### src/hw/rtl/msfps_ram.sv
// ----------------------------------------------------------------------------
// msfps_ram
// generic single write, single read ram with registered read data
// ----------------------------------------------------------------------------
module msfps_ram #(
    parameter int WIDTH = 8,
    parameter int DEPTH = 2,
    localparam int AW = (DEPTH > 1) ? $clog2(DEPTH) : 1
) (
    input  logic             clk,
    input  logic             we,
    input  logic [AW-1:0]    waddr,
    input  logic [WIDTH-1:0] wdata,
    input  logic [AW-1:0]    raddr,
    output logic [WIDTH-1:0] rdata
);

    logic [WIDTH-1:0] mem [DEPTH];

    always_ff @(posedge clk)
    begin
        if (we)
        begin
            mem[waddr] <= wdata;
        end
        rdata <= mem[raddr];
    end

endmodule

### config.mk
export PLATFORM = sky130hd
export DESIGN_NAME = msfps_ram
export DESIGN_NICKNAME = d
export VERILOG_FILES = /design/src/hw/rtl/msfps_ram.sv
export SDC_FILE = /design/constraint.sdc
export NUM_CORES = 1
export LEC_CHECK = 0
export ABC_AREA = 1
export BUFFER_PORTS_ARGS = -buffer_cell sky130_fd_sc_hd__buf_2
export CORE_MARGIN = 2
export CORE_UTILIZATION = 52
export CTS_CLUSTER_SIZE = 30
export DETAILED_ROUTE_END_ITERATION = 16
export MAX_ROUTING_LAYER = met4
export PLACE_DENSITY = 0.79
export SYNTH_ARGS = -nofsm -noshare
export SYNTH_HDL_FRONTEND = slang
export SYNTH_SLANG_ARGS = --single-unit
### constraint.sdc
create_clock -name clk -period 1.5 [get_ports clk]
set_input_delay 0 -clock clk [delete_from_list [all_inputs] [get_ports clk]]
set_output_delay 0 -clock clk [all_outputs]
set_load 0.01 [all_outputs]
# == Word level (Yosys, flattened, before mapping) ==
# Memories as Yosys holds them, arrays and structs flattened. A register that Yosys moved wholly into a read port is not among the register bits.
# Index checks and enable logic that the tools add are counted.
# totals
reg_bits,0
latch_bits,0
ram_bits,16
mem_bits_ro,0
in_bits,12
output_inout_bits,8
elab_cells,3
n_memories,1
# classes
addsub,0
n_mul,0
div_mod_pow,0
order_cmp,0
eq_ne,0
n_shift,0
muxes,2
bitwise_logic,0
reduce_logical,0
# memory_table
memory,words,word_bits,rd,rd_ports_with_merged_regs,wr,line,rtl
mem,2,8,1,1,1,18,logic [WIDTH-1:0] mem [DEPTH];
# op_table
op,count
1-bit two-way mux,2

# == Logic depth before layout (Yosys ltp) ==
# depth
ltp_word,2
ltp_mapped,4
ltp_nobuf,3

# == Worst setup path before layout ==
# OpenSTA, ideal clock, no wires.
# synth_timing
path_type,input-to-reg
from,input port we
to,memory mem[0][0] (enable)
setup_time_ps,371
arrival_ps,389
t_required_ps,1129
setup_slack_ps,740
path_stages,2
path_buffers,0
path_cell_list,inv_1 > nor2_1
# synth_via
elab_chain_len,2
# synth_rtl
item,line,rtl
from (decl),11,"input logic we,"
1-bit two-way mux,22,if (we)
1-bit two-way mux (not written as such),24,mem[waddr] <= wdata;
to (decl),18,
# Every way passes these cells.

==> flow_metrics.py <==
metrics = {
    "setup_path": {
        "cp_max_fo": 9,
        "crit_path_max_incr_delay_ns": 0.53,
        "crit_type": "input pin to flip-flop",
        "end_kind": "flip-flop",
        "worstPathArrival_ns": 0.98,
        "critPathMostFrequentCell": "nand2_1",
        "crit_chain": "dlygate4sd3_1 > buf_2 > inv_2 > nand2_1 > nand2_1",
        "slowest_stage": "dlygate4sd3_1",
        "required_ns": 1.71,
        "start_kind": "input pin",
    },
    "detailed_routing": {
        "drtIter0Drc": 9,
        "post_drt_via_cell_ratio": 4.65,
        "wl_um": 1020,
        "drt_first_pass_iters": 4,
        "vias": 460,
        "wl_per_cell_um": 10.3,
        "ant_nets": 0,
        "drc": 0,
    },
    "clock_tree": {
        "cts_tree": "done",
        "post_cts_resized": 0,
        "cts_root_buf": "clkbuf_4",
        "cts.sinks": 24,
        "path_clk_slew_ns": 0.11,
        "cts_buffers": 3,
        "clock_path_buffers": 2,
        "cts_setup_buffers": 0,
        "clock_latency_ns": 0.30,
        "cts_hold_buffers": 9,
        "htreeDepth": 1,
    },
    "grt": {
        "grt_pass1_vias": 444,
        "grtUsageMet2": 0.228,
        "grt.met3_usage": 0.0647,
        "antenna_found_initial": 0,
        "grt_usage": 0.145,
        "gr-total-overflow": 0,
        "grt_pass1_wl_um": 1740,
        "grt_use_met1": 0.144,
        "grt-busiest-layer": "met2",
        "grt_max_degree": 13,
    },
    "sta": {
        "worst-slew-pin-transition_ns": 0.616,
        "slew_viol_final": 0,
        "period_needed_ns": 0.765,
        "rsz0062_at_grt": "false",
        "min_period_over_period": 0.510,
        "fmax_ghz": 1.31,
        "finalClockSkew_ns": 0.000420,
        "hold_viol": 0,
        "setup_viol": 0,
        "maxSlewHeadroom": 0.588,
        "tns_ns": 0,
    },
    "finish": {
        "antenna_cells": 0,
        "layout-drive-gt1-share": 0.274,
        "area_growth_pct": 28.3,
        "nets": 98,
    },
    "synthesis": {
        "synth_top_area_frac": 0.632,
        "postSynthCellCount": 54,
        "yosys-top-cells-area": "edfxtp_1 63%, dfxtp_1 21%, nand2_1 12%, buf_6 1.5%, inv_1 0.99%",
        "ys_seq_area_frac": 0.842,
        "synth_area_per_cell_um2": 14.1,
        "synth_nets": 66,
        "ys_types": 7,
        "ys_warn_count": 0,
        "syn-cell-area_um2": 761,
        "post-synth-top-area-cell": "edfxtp_1",
        "synth_seq_cells": 24,
    },
    "outcome": {
        "status": "finished, final reports clean",
    },
    "power_and_ir_drop": {
        "ir_drop_mv": 0.718,
        "p_total_mw": 1.12,
        "p_leak_nw": 0.437,
        "powerDensity_nw_per_um2": 1150,
    },
    "placement": {
        "place_congestion": 0.698,
        "io_buffers": 19,
    },
    "die": {
        "dieWidth_um": 42.3,
        "top_level_ports": 20,
        "rows": 13,
        "die-area_um2": 1790,
        "dieHeight_um": 42.3,
        "core_area_um2": 1330,
        "initial_core_util": 0.570,
    },
    "min_path": {
        "hp-class": "input pin to flip-flop",
    },
    "flow_run": {
        "cap_violations": 0,
    },
}
layout by cell type, fill, tap and decap left out, drive strengths merged:
| cell | count |
|---|---|
| dfxtp | 8 |
| buf | 19 |
| inv | 3 |
| clkbuf | 3 |
| dlygate4sd3 | 9 |
| edfxtp | 16 |
| nand2 | 25 |
| nor2 | 1 |
state kept, by name, summed over array words and instances, names as in the netlist:
| register | cells |
|---|---|
| mem | 16 |
| rdata | 8 |
per-layer routing:
metal | vias up | wire length [um]
met5 | - | 0
met4 | 0 | 26
met3 | 4 | 84
met2 | 20 | 504
met1 | 200 | 407
li1 | 236 | -
stage by stage:
| step | instances | cell area, um2 | setup WS [ns] | utilization | hold slack, ns |
|---|---|---|---|---|---|
| global placement | 87 | 863 | 0.543 | 0.647 | 0.188 |
| floorplan | 54 | 761 | 0.740 | - | 0.0989 |
| global route | 99 | 976 | 0.691 | 0.732 | 0.122 |
| CTS | 99 | 976 | 0.737 | 0.732 | 0.115 |
| finish | 99 | 976 | 0.735 | 0.732 | 0.116 |
| detailed placement | 87 | 863 | 0.515 | 0.647 | 0.191 |
worst paths after layout:
check	from	to	slack, ns	depth (start not counted)
min reg2reg	mem[0][5]$_DFFE_PP_	rdata[5]$_DFF_P_	0.45	2
max	raddr	rdata[0]$_DFF_P_	0.74	5
min	waddr	mem[0][0]$_DFFE_PP_	0.12	2
max reg2reg	mem[1][0]$_DFFE_PP_	rdata[0]$_DFF_P_	0.89	2
worst max-delay path, delay by kind of cell:
family,cells,cell delay (ns)
simple gates,2,0.13
buf+inv,3,0.85
layout make-up:
cell class,count,area (um2)
clock buffers,3,22.5
well taps,15,18.8
repair buffers,28,185
fillers,89,358
multi-input cells,26,97.6
inverters,3,11.3
flip-flops and latches,24,641
cell usage after synthesis:
master and instances:
buf_6 1, dfxtp_1 8, edfxtp_1 16, inv_1 2
inv_2 1, nand2_1 25, nor2_1 1
kinds of logic after synthesis:
family	synth area share
buf+inv	0.0296
flops	0.842
simple gates	0.128
power breakdown:
part | switching (mW) | internal [mW] | total, mW
sequential | 0.0104 | 0.756 | 0.767
clock | 0.165 | 0.0938 | 0.259
combinational | 0.0497 | 0.0474 | 0.0971
total | 0.225 | 0.897 | 1.12
(Power assumes the default switching activity.)
