`src/hw/rtl/msfps_pkg.sv`:
```
// ----------------------------------------------------------------------------
// msfps_pkg
// shared constants and codes for the subset fraction product search
// ----------------------------------------------------------------------------
package msfps_pkg;

    localparam int MAX_ITEMS_DEF   = 8;
    localparam int VALUE_WIDTH_DEF = 12;

    // product magnitudes are kept below 2^63
    localparam int MAG_W    = 63;
    localparam int STATUS_W = 2;
    localparam int CFG_IDX_W = 1;

    typedef enum logic [STATUS_W-1:0] {
        ST_FOUND = 2'd0,
        ST_NONE  = 2'd1,
        ST_ERROR = 2'd2
    } status_t;

    typedef enum logic [CFG_IDX_W-1:0] {
        REG_TARGET_NUM = 1'b0,
        REG_TARGET_DEN = 1'b1
    } cfg_reg_t;

endpackage

```
`src/hw/rtl/msfps_mul.sv`:
```
// ----------------------------------------------------------------------------
// msfps_mul
// 63 by BW bit unsigned multiply from two partial products, split at bit 32 of a
// ----------------------------------------------------------------------------
module msfps_mul #(
    parameter int BW = msfps_pkg::VALUE_WIDTH_DEF
) (
    input  logic                          clk,
    input  logic                          rst_n,
    input  logic                          start,
    input  logic [msfps_pkg::MAG_W-1:0]   a,
    input  logic [BW-1:0]                 b,
    output logic                          done,
    output logic [msfps_pkg::MAG_W+BW-1:0] p
);

    localparam int MW = msfps_pkg::MAG_W;
    localparam int PW = MW + BW;

    typedef enum logic [1:0] {M_IDLE, M_LO, M_HI, M_SUM} mstate_t;

    mstate_t          state_reg;
    logic [MW-1:0]    a_reg;
    logic [BW-1:0]    b_reg;
    logic [32+BW-1:0] lo_reg;
    logic [MW-32+BW-1:0] hi_reg;
    logic [PW-1:0]    p_reg;
    logic             done_reg;

    always_ff @(posedge clk or negedge rst_n)
    begin
        if (!rst_n)
        begin
            state_reg <= M_IDLE;
            done_reg  <= 1'b0;
        end
        else
        begin
            done_reg <= 1'b0;
            unique case (state_reg)
                M_IDLE:
                begin
                    if (start)
                    begin
                        a_reg     <= a;
                        b_reg     <= b;
                        state_reg <= M_LO;
                    end
                end
                M_LO:
                begin
                    lo_reg    <= a_reg[31:0] * b_reg;
                    state_reg <= M_HI;
                end
                M_HI:
                begin
                    hi_reg    <= a_reg[MW-1:32] * b_reg;
                    state_reg <= M_SUM;
                end
                M_SUM:
                begin
                    p_reg     <= (PW'(hi_reg) << 32) + PW'(lo_reg);
                    done_reg  <= 1'b1;
                    state_reg <= M_IDLE;
                end
            endcase
        end
    end

    assign done = done_reg;
    assign p    = p_reg;

endmodule

```
`config.mk`:
```
export PLATFORM = sky130hd
export DESIGN_NAME = msfps_mul
export DESIGN_NICKNAME = d
export VERILOG_FILES = /design/src/hw/rtl/msfps_pkg.sv /design/src/hw/rtl/msfps_mul.sv
export SDC_FILE = /design/constraint.sdc
export NUM_CORES = 2
export LEC_CHECK = 0
export ABC_AREA = 1
export BUFFER_PORTS_ARGS = -buffer_cell sky130_fd_sc_hd__buf_2
export CORE_AREA = 2 2 281 283
export CTS_CLUSTER_DIAMETER = 60
export DETAILED_ROUTE_END_ITERATION = 12
export DIE_AREA = 0 0 283 285
export GPL_TIMING_DRIVEN = 0
export PLACE_DENSITY_LB_ADDON = 0.1
export SLEW_MARGIN = 20
export SYNTH_ARGS = -nofsm -noshare
export SYNTH_HDL_FRONTEND = slang
export SYNTH_SLANG_ARGS = --single-unit
```
`constraint.sdc`:
```
create_clock -name clk -period 15.6 [get_ports clk]
set_clock_uncertainty 0.15 [all_clocks]
set_input_delay 3.12 -clock clk [delete_from_list [all_inputs] [get_ports clk]]
set_output_delay 3.12 -clock clk [all_outputs]
set_load 0.03 [all_outputs]
```
-- After elaboration in Yosys (flattened, before gate mapping)
Cells that the tools add are included.
- output and inout port bits: 76
- flip-flop bits (word level): 240
- bits of input ports: 78
- logic and storage cells: 22
- $add $sub $neg: 1
- reduce and logical (&&, ||, !) cells: 5
- mux-type cells: 3
- $mul: 2
- equal/unequal tests: 4
- operators with widths (cell ; number):
    75-bit by 44-bit adder with 75-bit output ; 1
    32-bit by 12-bit multiplier with 44-bit output ; 1
    31-bit by 12-bit multiplier with 43-bit output ; 1
    2-bit one-hot mux with 4 select lines ; 1
    2-bit AND reduction ; 3
    2-bit == test, second input constant ; 2
    3-bit AND reduction ; 1
    2-bit by 1-bit == test with 1-bit output, second input constant ; 1
    2-bit logical NOT ; 1
    2-bit two-way mux ; 1
    2-bit inequality test, second input constant ; 1
    1-bit two-way mux ; 1

-- Logic depth before layout (Yosys ltp)
- depth after elaboration: 2
- mapped depth: 26
- gate-level depth less buffers: 24

-- Worst setup path before layout
Ideal clock, no wire load.
- path kind: input port to flip-flop
- start point: in rst_n
- end point: reg a_reg[0] (enable)
- required time: 14940 ps
- stages: 2
- path slack: 8620 ps
- library setup time: 510 ps
- arrival time: 6320 ps
- buffers on the path: 0
- cell sequence: nand2_1 nor2_1
- word-level cells in the longest chain between the ends: 1
- RTL lines (what ; RTL line ; source):
    start, declared ; msfps_mul.sv:9 ; input logic rst_n,
    3-bit AND reduction (no source line) ; n/a ;
    end signal, assigned ; msfps_mul.sv:45 ; a_reg <= a;
    end, declared ; msfps_mul.sv:23 ; logic [MW-1:0] a_reg;
No other way between the ends.
A chain may end at the register's enable or synchronous reset.

-- Worst setup path after layout
- start point: reg b_reg[3]
- end point: reg lo_reg[34], data pin
- word-level cells in the longest chain between the ends: 1
- RTL lines (what ; RTL line ; source):
    start, declared ; msfps_mul.sv:24 ; logic [BW-1:0] b_reg;
    start signal, assigned ; msfps_mul.sv:46 ; b_reg <= b;
    32-bit by 12-bit multiplier with 44-bit output ; msfps_mul.sv:52 ; lo_reg <= a_reg[31:0] * b_reg;
    end signal, assigned ; msfps_mul.sv:52 ;
    end, declared ; msfps_mul.sv:25 ; logic [32+BW-1:0] lo_reg;
No other way between the ends.

==> reports/qor.csv <==
stage;metric;value;unit
synth;synth.area.top_cells;fa_1, edfxtp_1, nand2_1;
clock_network;root_buffer;clkbuf_16;
route;route.met2.wl;43.7;mm
route;dr.pass1.iters;6;
layout;nFillCells;7877;
floorplan;start_util;0.443;
synth;synth_top_area_frac;0.342;
layout;n_antenna_cell;0;
timing;min_period_over_period;0.450;
critical_path;crit_chain;clkbuf_1 -> clkbuf_1 -> nand2_1 -> fa_1 -> inv_1 -> fa_1 -> fa_1 -> fa_1 -> inv_1 -> fa_1 -> inv_1 -> ha_1 -> nand2_1 -> nor2_1 -> nand2_1 -> nor2_1 -> nand2_1 -> nand3_1 -> nand2_1 -> nand3_1 -> nand2_1;
placement;io_buffers;153;
route;routed_wl;101;mm
timing;rsz0062_at_grt;false;
critical_path;r2r_cells;21;
grt;track_usage;0.258;
route;drt_first_iter_violations;2016;
run;maxCapViolCount;0;
synth;yosysUniqueCellTypes;38;
critical_path;critPathSlowestCell;clkbuf_1;
critical_path;end_kind;flip-flop;
timing;hold_viol_final;0;
worst_hold_path;min_to;p[0]$_DFFE_PP_;
layout;largest_reg_flops;75;
grt;grt_pass1_vias;27100;
route;drtAntennaViolNets;0;
synth;ys.flop_type;edfxtp_1;
clock_network;htree_levels;1;
synth;synth_common_cells;nand2_1, inv_1, fa_1;
timing;worst_slew_pin_slew;1.22;ns
grt;grt_max_degree;44;
route;top_layer;met4;
layout;fin_nets;5333;
route;num_vias;26700;
clock_network;post_cts_buffers;0;
grt;grt_pass1_wl;158;mm
route;m1WireLength;46.6;mm
clock_network;cts_tree;yes;
route;avgViaCountPerCell;4.80;
route;wl_met3;8.47;mm
synth;netlist_area;34600;um2
clock_network;clk_pin_slew;0.06;ns
worst_hold_path;min_path_type;reg2reg;
timing;setup_violations;0;
floorplan;dieArea;80700;um2
critical_path;required;15.78;ns
timing;setup-tns-final;0;ns
synth;synth_edf_count;237;
critical_path;slowest_delay;0.89;ns
synth;synth_seq_cells;240;
critical_path;crit_fanout;10;
synth;synth_cells;4293;
clock_network;cts_made_buffers;31;
floorplan;core;78000;um2
timing;final-max-slew-violation-count;0;
critical_path;ff2ff_setup_slack;8.58;ns
outcome;status;finished, final reports clean;
clock_network;insertion_delay;0.61;ns
critical_path;cp_top_family;adder cells;
placement;placed_area;36800;um2
floorplan;ios;154;
critical_path;crit_buf_inv;5;
critical_path;r2r_start;b_reg[3]$_DFFE_PP_;
layout;multiInputGateArea;22300;um2
grt;grt-ovfl-total;0;
synth;syn_nets;5141;
floorplan;die_w;283;um
timing;fmax;142;MHz
clock_network;clock_path_buffers;3;
timing;min_period;7.02;ns
worst_hold_path;worstHoldPathCells;0;
synth;yosys.cell_count.top_type;nand2_1;
synth;ys_seq_area_frac;0.208;
critical_path;cp-start-kind;flip-flop;
route;wl_per_cell;18.3;um
placement;dp_hpwl;85.2;mm
placement;pre_cts_slack;8.78;ns
clock_network;ctsHoldBuffers;0;
clock_network;ctsResizeCount;0;
clock_network;numClockSinks;240;
layout;final_layout_size_suffix_gt1_frac;0.0577;
placement;gp_congestion;0.940;
layout;stdcell_area;37800;um2
floorplan;die_h;285;um
synth;async_reset_ff_frac;0.0125;
synth;synth.avg_cell_area;8.05;um2
critical_path;crit_type;reg2reg;
synth;yosysTopAreaCell;fa_1;
layout;regArea;7190;um2
grt;antenna_found_initial;0;
route;drcViolationCount;0;
critical_path;crit_top_cell;nand2_1;
critical_path;timing.rr.end;lo_reg[34]$_DFFE_PP_;
timing;postLayoutSetupSlackWorst;8.58;ns
worst_hold_path;hp-start;lo_reg[0]$_DFFE_PP_;
synth;ys_warn_count;0;
critical_path;arrival;7.21;ns
layout;synthToLayoutAreaGrowth;9.31;%
timing;max-slew-margin-rel;0.189;
floorplan;rows;103;
## worst max path at each step
| stage | from | end | slack, ns | cells past startpoint |
|---|---|---|---|---|
| 2_1_floorplan | rst_n | a_reg[0]$_DFFE_PP_ | 8.62 | 2 |
| 3_3_place_gp | rst_n | a_reg[46]$_DFFE_PP_ | 6.48 | 3 |
| 5_1_grt | b_reg[3]$_DFFE_PP_ | lo_reg[34]$_DFFE_PP_ | 8.36 | 21 |
| 4_1_cts | b_reg[3]$_DFFE_PP_ | lo_reg[34]$_DFFE_PP_ | 8.76 | 21 |
| 6_report | b_reg[3]$_DFFE_PP_ | lo_reg[34]$_DFFE_PP_ | 8.58 | 21 |
| 3_5_place_dp | b_reg[3]$_DFFE_PP_ | lo_reg[34]$_DFFE_PP_ | 8.78 | 21 |
## per-layer routing
metal / up-vias / GRT usage
met2: 823 / 0.396
met3: 110 / 0.0536
met4: 0 / 0.0652
li1: 12700 / -
met5: - / 0
met1: 13000 / 0.374
## cells by family (layout without fill, tap and decap cells)
kind of cell	Yosys count	after routing	synth area share
xor gates and xnor gates	69	69	0.0175
DFF	240	240	0.208
AOI/OAI and AO/OA	131	131	0.0202
adders and majority gates	770	770	0.407
buffers and inverters	1342	1558	0.146
and+or+nand+nor	1741	1741	0.201
## placed cells by master (no fill, tap or decap), types with 3 or more instances in the layout
master,count
nand2_1,1414
inv_1,1189
fa_1,591
edfxtp_1,237
ha_1,179
buf_2,153
nor2_1,148
clkbuf_1,147
nand3_1,81
a21oi_1,77
xor2_1,52
o21ai_0,35
clkbuf_16,31
nor3_1,24
xnor2_1,17
nand4_1,12
nor2_2,11
nand3_2,10
nand3b_1,8
nand2_2,7
a31oi_1,7
nor3_2,6
inv_6,6
clkinv_1,6
and2_1,5
nor4_1,5
inv_2,4
o21ai_2,4
buf_12,4
clkbuf_2,3
nor2_4,3
o21bai_1,3
clkinv_4,3
clkinv_2,3
dfrtp_1,3
## metrics by stage
stage | hold slack (ns) | utilization | std cells
after detailed placement | 0.255 | 0.472 | 5502
after global routing | 0.275 | 0.485 | 5559
after global placement | 0.252 | 0.470 | 5496
after floorplan | 0.250 | - | 4293
final | 0.267 | 0.485 | 5559
after CTS | 0.268 | 0.484 | 5559
## final cells by class
class / instances / share of cell area
flip-flops and latches: 240 / 0.190
multi-input cells: 2711 / 0.591
plain buffers: 148 / 0.0150
well taps: 1050 / 0.0348
repair buffers: 159 / 0.0238
inverters: 1194 / 0.119
clock inverters: 23 / 0.00533
clock buffers: 34 / 0.0208
## worst register-to-register path, stage by stage, from the launching register on
cell and delay [ns]:
edfxtp_1 0.31, clkbuf_1 0.89, clkbuf_1 0.77, nand2_1 0.22
fa_1 0.59, inv_1 0.06, fa_1 0.49, fa_1 0.53
fa_1 0.49, inv_1 0.05, fa_1 0.60, inv_1 0.07
ha_1 0.39, nand2_1 0.12, nor2_1 0.26, nand2_1 0.11
nor2_1 0.11, nand2_1 0.06, nand3_1 0.20, nand2_1 0.10
nand3_1 0.08, nand2_1 0.10
Power is left out: the tool's default activity adds up to more than one toggle a clock period on the data nets, which glitch-free logic cannot reach.
