### config.mk
export PLATFORM = sky130hd
export DESIGN_NAME = msfps_red
export DESIGN_NICKNAME = d
export VERILOG_FILES = /design/src/hw/rtl/msfps_pkg.sv /design/src/hw/rtl/msfps_red.sv
export SDC_FILE = /design/constraint.sdc
export NUM_CORES = 2
export LEC_CHECK = 0
export CAP_MARGIN = 20
export CORE_ASPECT_RATIO = 1.2
export CORE_UTILIZATION = 65
export CTS_CLUSTER_DIAMETER = 50
export DETAILED_ROUTE_END_ITERATION = 10
export DONT_BUFFER_PORTS = 1
export GPL_ROUTABILITY_DRIVEN = 1
export PLACE_DENSITY = 0.81
export SKIP_LAST_GASP = 1
export SYNTH_ARGS = -nofsm -noshare
export SYNTH_HDL_FRONTEND = slang
export SYNTH_SLANG_ARGS = --single-unit
### constraint.sdc
create_clock -name clk -period 10.1 [get_ports clk]
set_input_delay 1.515 -clock clk [delete_from_list [all_inputs] [get_ports clk]]
set_output_delay 1.515 -clock clk [all_outputs]
set_load 0.05 [all_outputs]
### src/hw/rtl/msfps_pkg.sv
// ----------------------------------------------------------------------------
// msfps_pkg
// shared constants and codes for the subset fraction product search
// ----------------------------------------------------------------------------
package msfps_pkg;

    localparam int MAX_ITEMS_DEF   = 8;
    localparam int VALUE_WIDTH_DEF = 12;

    // product magnitudes are kept below 2^63
    localparam int MAG_W    = 63;
    localparam int STATUS_W = 2;
    localparam int CFG_IDX_W = 1;

    typedef enum logic [STATUS_W-1:0] {
        ST_FOUND = 2'd0,
        ST_NONE  = 2'd1,
        ST_ERROR = 2'd2
    } status_t;

    typedef enum logic [CFG_IDX_W-1:0] {
        REG_TARGET_NUM = 1'b0,
        REG_TARGET_DEN = 1'b1
    } cfg_reg_t;

endpackage

### src/hw/rtl/msfps_red.sv
// ----------------------------------------------------------------------------
// msfps_red
// fraction reduction: binary gcd then two parallel restoring divisions
// ----------------------------------------------------------------------------
module msfps_red (
    input  logic                        clk,
    input  logic                        rst_n,
    input  logic                        start,
    input  logic [msfps_pkg::MAG_W-1:0] num,
    input  logic [msfps_pkg::MAG_W-1:0] den,
    output logic                        done,
    output logic [msfps_pkg::MAG_W-1:0] rnum,
    output logic [msfps_pkg::MAG_W-1:0] rden
);

    localparam int MW = msfps_pkg::MAG_W;
    localparam int KW = $clog2(MW);

    typedef enum logic [1:0] {R_IDLE, R_TWOS, R_GCD, R_DIV} rstate_t;

    rstate_t       state_reg;
    logic [MW-1:0] n_reg, d_reg, u_reg, v_reg;
    logic [MW-1:0] qn_reg, qd_reg, rn_reg, rd_reg;
    logic [KW-1:0] k_reg, cnt_reg;
    logic          done_reg;

    logic [MW:0]   tn, td;
    logic          gen, ged;

    always_comb
    begin
        tn  = {rn_reg, qn_reg[MW-1]};
        td  = {rd_reg, qd_reg[MW-1]};
        gen = tn >= {1'b0, u_reg};
        ged = td >= {1'b0, u_reg};
    end

    always_ff @(posedge clk or negedge rst_n)
    begin
        if (!rst_n)
        begin
            state_reg <= R_IDLE;
            done_reg  <= 1'b0;
        end
        else
        begin
            done_reg <= 1'b0;
            unique case (state_reg)
                R_IDLE:
                begin
                    if (start)
                    begin
                        n_reg <= num;
                        d_reg <= den;
                        u_reg <= num;
                        v_reg <= den;
                        k_reg <= '0;
                        if (num == '0)
                        begin
                            // zero numerator reduces to 0/1
                            qn_reg   <= '0;
                            qd_reg   <= MW'(1);
                            done_reg <= 1'b1;
                        end
                        else
                        begin
                            state_reg <= R_TWOS;
                        end
                    end
                end
                R_TWOS:
                begin
                    if (!u_reg[0] && !v_reg[0])
                    begin
                        u_reg <= u_reg >> 1;
                        v_reg <= v_reg >> 1;
                        k_reg <= k_reg + 1'b1;
                    end
                    else
                    begin
                        state_reg <= R_GCD;
                    end
                end
                R_GCD:
                begin
                    priority if (!u_reg[0])
                    begin
                        u_reg <= u_reg >> 1;
                    end
                    else if (!v_reg[0])
                    begin
                        v_reg <= v_reg >> 1;
                    end
                    else if (u_reg == v_reg)
                    begin
                        // odd part of the gcd is in u, power of two in k
                        qn_reg    <= n_reg >> k_reg;
                        qd_reg    <= d_reg >> k_reg;
                        rn_reg    <= '0;
                        rd_reg    <= '0;
                        cnt_reg   <= '0;
                        state_reg <= R_DIV;
                    end
                    else if (u_reg > v_reg)
                    begin
                        u_reg <= u_reg - v_reg;
                    end
                    else
                    begin
                        v_reg <= v_reg - u_reg;
                    end
                end
                R_DIV:
                begin
                    qn_reg  <= {qn_reg[MW-2:0], gen};
                    qd_reg  <= {qd_reg[MW-2:0], ged};
                    rn_reg  <= gen ? MW'(tn - {1'b0, u_reg}) : tn[MW-1:0];
                    rd_reg  <= ged ? MW'(td - {1'b0, u_reg}) : td[MW-1:0];
                    cnt_reg <= cnt_reg + 1'b1;
                    if (cnt_reg == KW'(MW - 1))
                    begin
                        done_reg  <= 1'b1;
                        state_reg <= R_IDLE;
                    end
                end
            endcase
        end
    end

    assign done = done_reg;
    assign rnum = qn_reg;
    assign rden = qd_reg;

endmodule

# Word level (Yosys, flattened, before mapping)
# Cells that the tools add are included.
# op_classes
add_sub_neg	6
n_lt_le_gt_ge	3
eq_ne	19
shifts	2
muxes	52
reduce_logical	18
# op_table
operator	n
$mux 63	27
$pmux 63 s3	4
$pmux 63 s2	2
$sub 63x63->63	4
$ge 64x63->1	2
$shr 63x6->63	2
$eq 63x63->1	1
$gt 63x63->1	1
$logic_not 63->1	1
$mux 6	5
$reduce_and 7->1	4
$pmux 6 s2	2
$ne 2x2->1 const B	9
$ne 3x3->1 const B	5
$mux 2	7
$add 6x1->6 const B	2
$reduce_and 5->1	2
$pmux 2 s4	1
$reduce_and 4->1	2
$eq 6x6->1 const B	1
$reduce_bool 3->1	2
$eq 2x2->1 const B	2
$reduce_bool 2->1	2
$mux 1	3
6 further kinds	7
# word_totals
reg_bits	519
inputBits	129
out_inout_bits	127
word_cells	114

# Longest topological paths before layout
# depth
depth_word	6
ltp_mapped	16
depth_no_buf	14

# Worst setup path before layout
# Ideal clock, no wire load.
# synth_timing
path_kind	register to register
startpoint	register u_reg[52]
endpoint	register cnt_reg[0], enable pin
setup_ns	0.640
arrival_ns	8.145
required_ns	9.460
path_slack_ns	1.315
stages_incl_launch_ff	11
n_path_buf	1
period_less_slack_ns	8.785
path_cell_list	edfxtp_1 inv_1 ha_1 clkbuf_1 nand4_1 or3_1 nor4_1 nand4_1 nor3_1 a21oi_1 nor2b_1
# synth_between
elab_chain_cells	3
# synth_rtl
element	line_no	rtl
start: declaration	msfps_red.sv:22	logic [MW-1:0] n_reg, d_reg, u_reg, v_reg;
start signal: assignment	msfps_red.sv:55	u_reg <= num;
start signal: assignment	msfps_red.sv:75	u_reg <= u_reg >> 1;
start signal: assignment	msfps_red.sv:88	u_reg <= u_reg >> 1;
$eq 63x63->1	msfps_red.sv:94	else if (u_reg == v_reg)
$ne 2x2->1 (no source line)	--	
$reduce_and 5->1 (no source line)	--	
end signal: assignment	msfps_red.sv:119	cnt_reg <= cnt_reg + 1'b1;
end: declaration	msfps_red.sv:24	logic [KW-1:0] k_reg, cnt_reg;
# Every way passes these cells.
# A chain may end at the register's enable or synchronous reset.

# Final worst setup path
# layout_timing
startpoint	register u_reg[21]
endpoint	register qd_reg[5] (netlist: rden[5]), enable pin
# layout_between
elab_chain_cells	3
# layout_rtl
element	line_no	rtl
$eq 63x63->1	msfps_red.sv:94	
$ne 2x2->1 (no source line)	--	
$reduce_and 7->1 (no source line)	--	
end signal: assignment	msfps_red.sv:98	qd_reg <= d_reg >> k_reg;
end signal: assignment	msfps_red.sv:116	qd_reg <= {qd_reg[MW-2:0], ged};
end: declaration	msfps_red.sv:23	logic [MW-1:0] qn_reg, qd_reg, rn_reg, rd_reg;
# Every way passes these cells.

==> metrics.csv <==
stage;metric;value;unit
synthesis;synth_ff_type;edfxtp_1;
critical_path;worstSetupPathType;reg2reg;
critical_path;cp_num_buf_inv;3;
timing;final.min_clock_period;5.67;ns
clock_tree;tritoncts;built;
synthesis;synth_top_area_frac;0.348;
routing;vias;42000;
synthesis;synth_top_cell_by_area;edfxtp_1;
die;initial_utilization;0.661;
clock_tree;post-cts-setup-buffers;0;
routing;detail_route.wl_per_cell;29.6;microns
global_routing;busiest_layer;met2;
timing;fin_tns_setup;0;ns
power_and_ir_drop;ir_drop;0.000143;V
routing;viasPerCell;7.19;
finish;fillers;5241;
clock_tree;hold_buffers;0;
routing;antenna_left;0;
synthesis;synth-edff-count;516;
routing;drt_first_pass_iters;7;
global_routing;grt_antenna_before_repair;11;
clock_tree;cts_buffers;70;
global_routing;met2_usage;0.742;
synthesis;syn_nets;5477;
clock_tree;h-tree-depth;3;
clock_tree;cts_buffer_depth;3;
global_routing;met1_usage;0.568;
synthesis;async_flop_share;0.00578;
die;core.rowCount;104;
global_routing;grt_pass1_vias;38900;
timing;fin_hold_ws;0.552;ns
timing;rsz0062_at_grt;false;
die;die_x;241;microns
clock_tree;insertion_delay;0.66;ns
synthesis;synthTopCellsByArea;edfxtp_1, ha_1, nand2_1;
synthesis;ys_seq_area_frac;0.349;
timing;slew_headroom;0.0798;
routing;first_iter_violations;5509;
synthesis;synth_area_per_cell;8.76;sq um
min_path;hp-class;in2async;
timing;post-route-period-util;0.561;
clock_tree;clk_pin_slew;0.07;ns
timing;setup_viol;0;
clock_tree;root_buffer;clkbuf_16;
synthesis;syn-cell-area;0.0446;sq mm
global_routing;grt_max_degree;186;
finish;area_growth;6.14;%
die;core;0.0674;sq mm
flow_run;cap_viol_max_count;0;
placement;pre_cts_ws;4.26;ns
routing;totalWireLength;173;mm
critical_path;critPathCaptureType;flop;
placement;place_congestion;1.15;
clock_tree;clock-sinks;519;
synthesis;yosys_warnings;0;
finish;nets;5271;
die;ios;256;
timing;fin_ws;4.43;ns
global_routing;gr-total-overflow;0;
die;die_area;0.0696;sq mm
critical_path;path_cells;inv_1, ha_1, nand4_1, nor4_1, nand4_1, nor4_1, nor2_1, a21oi_1, and4b_4, buf_4, buf_4;
critical_path;required;10.38;ns
timing;maxSlewViolCount;0;
finish;final_util;0.702;
run_status;status;completed;
synthesis;syn_inst;5083;
finish;drive_above_1_share;0.0905;
power_and_ir_drop;p_per_area;199;mW/mm^2
critical_path;critical-path-max-stage-delay;0.84;ns
critical_path;crit_family;simple AND/OR/NAND/NOR gates;
global_routing;globalRouteMet3Util;0.155;
global_routing;grt_pass1_wl;250;mm
timing;clock-skew-final;0.0430;ns
global_routing;gr-usage-all-layers;0.493;
timing;final_hold_viol_count;0;
placement;io_buffers;0;
synthesis;ys_ff_latch;519;
placement;hpwl;131;mm
timing;fmax;176;MHz
clock_tree;cts-resized-gates;0;
critical_path;crit_path_start_kind;flop;
critical_path;cp.arrival;5.95;ns
critical_path;cpMaxStageDelayCell;nor4_1;
synthesis;synth.distinct_cells;92;
critical_path;path_max_fanout;57;
power_and_ir_drop;leakagePower;18.2;nW
routing;remaining_drc_errors;0;
die;die_h;289;microns
timing;worst_pin_slew;1.38;ns
## final timing paths
kind | endpoint | cells after the start | startpoint | slack, ns
min reg2reg | rn_reg[52] | 1 | rn_reg[51] | 0.59
min in group clk | rn_reg[52] | 1 | rn_reg[51] | 0.59
max reg2reg | rden[5] | 11 | u_reg[21] | 4.43
min | done | 0 | rst_n | 0.55
max in group asynchronous | state_reg[1] | 0 | rst_n | 9.46
max | rden[5] | 11 | u_reg[21] | 4.43
## worst register-to-register path, stage by stage, from the launching register on
cell and delay, ns:
edfxtp_1 0.43, inv_1 0.18, ha_1 0.61, nand4_1 0.33, nor4_1 0.84, nand4_1 0.20
nor4_1 0.52, nor2_1 0.15, a21oi_1 0.17, and4b_4 0.54, buf_4 0.58, buf_4 0.72
## final cells by class
type	instances	area [sq um]	area share
clock inverter	38	448	0.00947
inverter	209	788	0.0167
multi-input combinational	4013	26900	0.570
timing repair buffer	64	523	0.0111
antenna	11	27.5	0.000582
clock buffer	85	1870	0.0396
sequential	519	15600	0.329
tap	901	1130	0.0238
## synthesized netlist by cell type (44+ instances only)
cell	n
nor3_1	55
inv_1	208
a21o_1	147
edfxtp_1	516
xnor2_1	137
nand2_1	773
nand2b_1	45
mux2i_1	135
buf_1	50
mux4_2	76
xor2_1	79
a22oi_1	46
ha_1	261
nor2_1	370
nand3_1	96
o21ai_0	325
clkbuf_1	259
mux2_2	44
a21oi_2	51
o21bai_1	72
a21oi_1	532
a211oi_1	54
nand4_1	95
a22oi_2	50
## placed cells by master (no fill, tap or decap), types with 18 or more instances in the layout
| cell | count |
|---|---|
| a21oi_1 | 532 |
| a21oi_2 | 51 |
| o22ai_1 | 24 |
| o211ai_1 | 38 |
| nand3_1 | 96 |
| nand4_1 | 95 |
| buf_4 | 55 |
| mux4_2 | 76 |
| mux2i_1 | 134 |
| inv_1 | 206 |
| o221ai_1 | 23 |
| o31ai_1 | 30 |
| a21o_1 | 146 |
| xor2_1 | 79 |
| nor3_1 | 55 |
| nor2_1 | 368 |
| a211oi_1 | 53 |
| xnor2_1 | 137 |
| nor4_1 | 32 |
| nor2b_1 | 37 |
| mux2_2 | 44 |
| a22o_1 | 42 |
| a21boi_0 | 18 |
| a22oi_1 | 46 |
| a22oi_2 | 50 |
| o21a_1 | 34 |
| o21ai_0 | 321 |
| ha_1 | 259 |
| nand2_1 | 771 |
| clkbuf_16 | 73 |
| nand2b_1 | 44 |
| a221o_1 | 22 |
| a31oi_1 | 34 |
| edfxtp_1 | 516 |
| or3_1 | 22 |
| o21bai_1 | 72 |
## kinds of logic (layout without fill, tap and decap cells)
family                     count (synthesis)  in the layout  synth area share
AOI/OAI and AO/OA                       1664           1664             0.245
and+or+nand+nor                         1613           1613             0.160
buffers and inverters                    551            396            0.0484
DFF                                      519            519             0.349
adders and majority gates                265            265            0.0751
muxes                                    255            255            0.0799
xor gates and xnor gates                 216            216            0.0425
other                                      0             11                 0
## layer usage
metal / up-vias / part of all wire
met5: - / 0.00046
met4: 12 / 0.10
met3: 766 / 0.12
met2: 3118 / 0.44
met1: 19700 / 0.34
li1: 18400 / -
## per-stage QoR
| step | total power (W) | area, sq um | std cells |
|---|---|---|---|
| floorplan | 0.00563 | 44600 | 5083 |
| finish | 0.00940 | 47300 | 5840 |
| global route | 0.00972 | 47300 | 5830 |
| global placement | 0.00662 | 44800 | 5694 |
| CTS | 0.00920 | 47100 | 5817 |
| detailed placement | 0.00666 | 44800 | 5694 |
## power breakdown
group	internal, W	leakage [nW]	total, W	switching [W]
clock	0.00151	1.11	0.00256	0.00105
sequential	0.00256	4.80	0.00269	0.000129
combinational	0.00145	12.3	0.00415	0.00269
total	0.00553	18.2	0.00940	0.00387
No activity file was read; power rests on OpenSTA's default activity.
